==> src/hdl/rsp_pkg.sv <==
// Shared types, widths and codes of the resampling sample player.
// No dependencies.
package rsp_pkg;

  localparam int SAMPLE_DEPTH_DEF   = 65536;
  localparam int RATE_FRAC_BITS_DEF = 16;

  localparam int SAMPLE_W  = 16;
  localparam int RATE_W    = 20;
  localparam int POS_W     = 18;
  localparam int IDX_W     = 16;
  localparam int END_W     = 17;
  localparam int CFG_IDX_W = 3;
  localparam int CFG_W     = 20;

  localparam logic [1:0] ACT_LOAD  = 2'd0;
  localparam logic [1:0] ACT_START = 2'd1;
  localparam logic [1:0] ACT_NEXT  = 2'd2;

  localparam logic [CFG_IDX_W-1:0] CFG_START_INDEX = 3'd0;
  localparam logic [CFG_IDX_W-1:0] CFG_LOOP_START  = 3'd1;
  localparam logic [CFG_IDX_W-1:0] CFG_END_INDEX   = 3'd2;
  localparam logic [CFG_IDX_W-1:0] CFG_LOOP_MODE   = 3'd3;
  localparam logic [CFG_IDX_W-1:0] CFG_INTERP_MODE = 3'd4;
  localparam logic [CFG_IDX_W-1:0] CFG_RATE        = 3'd5;

  localparam logic [1:0] LOOP_REPEAT   = 2'd1;
  localparam logic [1:0] LOOP_PINGPONG = 2'd2;

  localparam logic signed [RATE_W-1:0] RATE_RESET = 20'sd65536;
  localparam logic signed [RATE_W-1:0] RATE_MIN   = 20'sh80000;
  localparam logic signed [RATE_W-1:0] RATE_MAX   = 20'sh7FFFF;

  typedef struct packed {
    logic [1:0]                 action;
    logic [IDX_W-1:0]           addr;
    logic signed [SAMPLE_W-1:0] data;
  } item_t;

  typedef struct packed {
    logic  valid;
    item_t item;
  } q_t;

endpackage

==> src/hdl/rsp_front.sv <==
// Front end: accepts command beats and holds them in a two-entry queue.
// Depends on rsp_pkg.
module rsp_front (
  input  logic          clk_i,
  input  logic          rst_ni,
  input  logic          start_i,
  input  rsp_pkg::item_t item_i,
  input  logic          pop_i,
  output logic          busy_o,
  output rsp_pkg::q_t   q_o
);
  import rsp_pkg::*;

  item_t      mem_q [2];
  logic       wr_ptr_q, wr_ptr_d;
  logic       rd_ptr_q, rd_ptr_d;
  logic [1:0] cnt_q, cnt_d;
  logic       push, pop;

  assign busy_o = cnt_q[1];
  assign push   = start_i && !busy_o;
  assign pop    = pop_i && (cnt_q != 2'd0);

  always_comb begin
    wr_ptr_d = push ? ~wr_ptr_q : wr_ptr_q;
    rd_ptr_d = pop ? ~rd_ptr_q : rd_ptr_q;
    cnt_d    = cnt_q;
    if (push && !pop) begin
      cnt_d = cnt_q + 2'd1;
    end else if (pop && !push) begin
      cnt_d = cnt_q - 2'd1;
    end
  end

  always_ff @(posedge clk_i or negedge rst_ni) begin
    if (!rst_ni) begin
      wr_ptr_q <= 1'b0;
      rd_ptr_q <= 1'b0;
      cnt_q    <= 2'd0;
    end else begin
      wr_ptr_q <= wr_ptr_d;
      rd_ptr_q <= rd_ptr_d;
      cnt_q    <= cnt_d;
    end
  end

  always_ff @(posedge clk_i) begin
    if (push) begin
      mem_q[wr_ptr_q] <= item_i;
    end
  end

  assign q_o.valid = (cnt_q != 2'd0);
  assign q_o.item  = mem_q[rd_ptr_q];

endmodule

==> config.mk <==
export PLATFORM = sky130hd
export DESIGN_NAME = rsp_front
export DESIGN_NICKNAME = d
export VERILOG_FILES = /design/src/hdl/rsp_pkg.sv /design/src/hdl/rsp_front.sv
export SDC_FILE = /design/constraint.sdc
export NUM_CORES = 1
export LEC_CHECK = 0
export ABC_CLOCK_PERIOD_IN_PS = 3200
export CAP_MARGIN = 20
export CORE_UTILIZATION = 48
export CTS_CLUSTER_SIZE = 24
export DETAILED_ROUTE_END_ITERATION = 10
export DONT_BUFFER_PORTS = 1
export PLACE_DENSITY = 0.59
export SYNTH_ARGS = -nofsm -noshare
export SYNTH_HDL_FRONTEND = slang
export SYNTH_SLANG_ARGS = --single-unit
==> constraint.sdc <==
create_clock -name clk_i -period 3.2 [get_ports clk_i]
set_input_delay 0.96 -clock clk_i [delete_from_list [all_inputs] [get_ports clk_i]]
set_output_delay 0.96 -clock clk_i [all_outputs]
set_load 0.1 [all_outputs]
Word-level counts from Yosys, hierarchy flattened --
Memories as Yosys holds them, arrays and structs flattened. Index checks and enable logic that the tools add are counted.
Cells by class: $add $sub $neg 2, reductions and logical operators 9, mux-type cells 4, bitwise logic cells 2
Operators with widths (number):
- $logic_and A1 B1 Y1 | 4
- $mux W2 | 2
- $reduce_bool A2 Y1 | 2
- $logic_not A1 Y1 | 3
- $add A2 B1 Y2 const B | 1
- $mux W1 | 2
- $not A1 Y1 | 2
- $sub A2 B1 Y2 const B | 1
Storage, ports and cells: memory bits (writable) 68, word-level logic and storage cells 21, register bits 4, memories kept 1
Memories:
- mem_q | words 2, bits a word 34, read ports 1, clocked after memory_dff 0, write ports 1, RTL line rsp_front.sv:14 | item_t mem_q [2];

Longest topological paths before layout --
word-level depth 6, depth in mapped cells 6, mapped depth without buffers 6

Least setup slack after synthesis --
Ideal clock, no wire load.
path type reg2reg, start point register cnt_q[1], end point memory mem_q[0][0] (netlist name), enable pin, data required time 2775 ps, slack 233 ps, cell stages (with the launch flop) 3, path buffers 0, data arrival time 2542 ps, setup time 425 ps, path through dfrtp_1 nand2b_1 nor2_1
Between the ends: word-level cells in the longest chain between the ends 4
RTL lines:
- from (decl) | RTL line rsp_front.sv:17 | logic [1:0] cnt_q, cnt_d;
- from (signal assigned) | RTL line rsp_front.sv:43 | cnt_q <= cnt_d;
- $logic_not A1 Y1 | RTL line rsp_front.sv:21 | assign push = start_i && !busy_o;
- $logic_and A1 B1 Y1 | RTL line rsp_front.sv:21
- $mux W1 | RTL line rsp_front.sv:48 | if (push) begin
- $mux W1 (not written as such) | RTL line rsp_front.sv:49 | mem_q[wr_ptr_q] <= item_i;
- to (decl) | RTL line rsp_front.sv:14
Every way passes these cells.

==> impl_results.md <==
* Reg2reg start: cnt_q[0]$_DFFE_PN0P_
* Min Tclk post-route at 2.79 ns
* Final hold vios at 0
* Cell Count, Final, Fillers Out at 207
* Worst path depth at 2
* GR Util All Layers at 14.5%
* Gates resized, CTS repair at 0
* Die Wd at 78.3 µm
* Post-CTS Setup Bufs at 0
* R2r endpoint: cnt_q[1]$_DFFE_PN0P_
* Max FO, Critical Path at 20
* Register-to-Register Path Depth at 6
* Status: completed
* Tcrit/Tclk final at 87.1%
* Worst R2R Setup Slack at 1.09 ns
* Max clock buf depth at 2
* Die Span Y at 78.3 µm
* Distinct cells, synth at 15
* Initial Utilization at 50.1%
* Placed Cells at 194
* Clock-pin slew on the worst setup and hold paths at 0.06 ns
* Layout cells sized above 1 at 37.8%
* Final GP Congestion at 0.641
* CTS tree: built
* Critical path data arrival time at 1.83 ns
* Max-slew violation count at 0
* Initial DRC count at 27
* Cell area after synthesis at 2800 µm²
* H-Tree Depth at 3
* CP Cell Sequence: buf_12 -> mux2_4
* Syn Area/Cell at 22.7 µm²
* CP delay by family, top: flip-flops
* Clock sinks at 72
* Worst slew margin at 37.2%
* Critical-path top delay cell: dfrtp_2
* Worst-Skew Late Latency at 0.33 ns
* IO buf count at 0
* Area occupied by multi-input gates at 587 µm²
* Std-Cell Rows at 27
* Maximum clock rate at 0.359 GHz
* Final setup violation count at 0
* Core area at 5570 µm²
* Setup CP Type: flip-flop to primary output
* Largest net degree at the start of global routing at 35
* Worst EP required at 2.24 ns
* Ant diodes at 0
* Vias in the first global route at 1,206
* Global-route wire length before repair at 6020 µm
* Crit path launch: rd_ptr_q$_DFFE_PN0P_
* Fin area at 3000 µm²
* Hold_buf cts at 0
* Vias/cell at 5.29
* Clock root cell: clkbuf_8
* FF+latch area at 2140 µm²
* ANT nets after route at 0
* Routed Wire Length at 3930 µm
* Worst clock skew at 0.00469 ns
* WP buf/inv at 1
* Synth-to-layout area growth at 7.34%
* Mapped Cells at 123
* Worst path max stage delay at 0.77 ns
* Critical Path End Type: primary output
* WHS at 0.314 ns
* YS warnings at 0
* Slew at the pin closest to its max-slew limit at 0.942 ns
* First-pass DRT Iterations at 4
* TritonCTS buffer count at 9
* Post-DP HPWL at 2570 µm
* Die ar. at 6130 µm²
* Post-DP Area at 2860 µm²
* # IOs at 74
* Max cap viols at 0
* Critical Path Start Type: flip-flop
* Synthesized flop and latch total at 72
* Vias post-DR at 1,096
* Remaining global-route overflow at 0
* Tightest Hold Check Type: input port to async pin
* RSZ-0062 raised after global routing: false
* Net Count, Synth at 162
* Antenna violations before repair at 0
* Nets at 172
* Worst setup path end: q_o[10]
* Setup tns final at 0 ns
* Post-synthesis sequential area ratio at 76.6%
* WL per Instance at 19.0 µm
* DRC violations left at 0
* Fillers at 462
## logic make-up (layout without fill, tap and decap cells)
family	count (synthesis)	count (layout)	share of synthesized area [%]
XOR/XNOR	5	5	1.57
adder cells (fa/ha/maj)	1	1	0.448
buffers and inverters	5	17	2.69
flip-flops	72	72	76.6
multiplexers	34	34	17.6
AND/OR/NAND/NOR	6	6	1.07
## worst reg2reg max path, stage by stage (launching register included)
cell	delay (ns)
dfrtp_1	0.40
or2_1	0.75
nand2_1	0.23
ha_1	0.25
xor2_1	0.14
nor2_1	0.11
xor2_1	0.14
## layout by cell type, fill, tap and decap left out
cell type and count:
edfxtp_1 68, mux2_4 29, clkbuf_8 9, mux2_2 5, xnor2_1 3, dfrtp_1 3
xor2_1 2, clkinv_2 2, clkbuf_1 2, buf_4 2, nand2b_1 1, inv_1 1
or2_1 1, nand2_1 1, and2_2 1, nor2_4 1, nor2_1 1, ha_1 1
buf_12 1, dfrtp_2 1
## cell usage after synthesis
cell type | number | area (µm²)
edfxtp_1 | 68 | 2040
mux2_4 | 29 | 435
mux2_2 | 5 | 56.3
dfrtp_1 | 4 | 100
buf_12 | 3 | 60.1
xnor2_1 | 3 | 26.3
nor2_1 | 2 | 7.51
xor2_1 | 2 | 17.5
and2_1 | 1 | 6.26
buf_6 | 1 | 11.3
ha_1 | 1 | 12.5
inv_1 | 1 | 3.75
nand2_1 | 1 | 3.75
nand2b_1 | 1 | 6.26
or2_1 | 1 | 6.26
## how the worst min path moves through the flow
stage	start	endpoint	cells after the start
finish	rst_ni	wr_ptr_q$_DFFE_PN0P_	0
global route	rst_ni	wr_ptr_q$_DFFE_PN0P_	0
CTS	rst_ni	wr_ptr_q$_DFFE_PN0P_	0
detailed placement	cnt_q[0]$_DFFE_PN0P_	cnt_q[0]$_DFFE_PN0P_	1
global placement	cnt_q[0]$_DFFE_PN0P_	cnt_q[0]$_DFFE_PN0P_	1
floorplan	wr_ptr_q$_DFFE_PN0P_	wr_ptr_q$_DFFE_PN0P_	1
## metal layers
| metal | vias up | GRT usage (%) | wire (µm) |
|---|---|---|---|
| met5 | - | 0 | 0 |
| met4 | 0 | 8.33 | 80 |
| met3 | 9 | 9.07 | 401 |
| met2 | 51 | 24.4 | 2070 |
| met1 | 546 | 13.2 | 1370 |
| li1 | 490 | - | - |
## area by class of cell
type                       count  share of cell area, %
clock inverter                 2                  0.334
sequential                    72                   71.4
inverter                       1                  0.125
timing repair buffer           3                   1.17
multi-input combinational     46                   19.6
clock buffer                  11                   4.38
tap                           72                   3.00
## stage by stage
stage	setup slack, ns	util (%)
after CTS	0.366	53.8
after global routing	0.312	53.8
after floorplan	0.233	-
after global placement	0.776	51.3
final	0.412	53.8
after detailed placement	0.739	51.3
## registers in the layout, indices dropped and copies added (netlist names)
signal / cells
wr_ptr_q: 1
cnt_q: 2
rd_ptr_q: 1
mem_q: 68
Power is left out: the tool's default activity adds up to more than one toggle a clock period on the data nets, which glitch-free logic cannot reach.
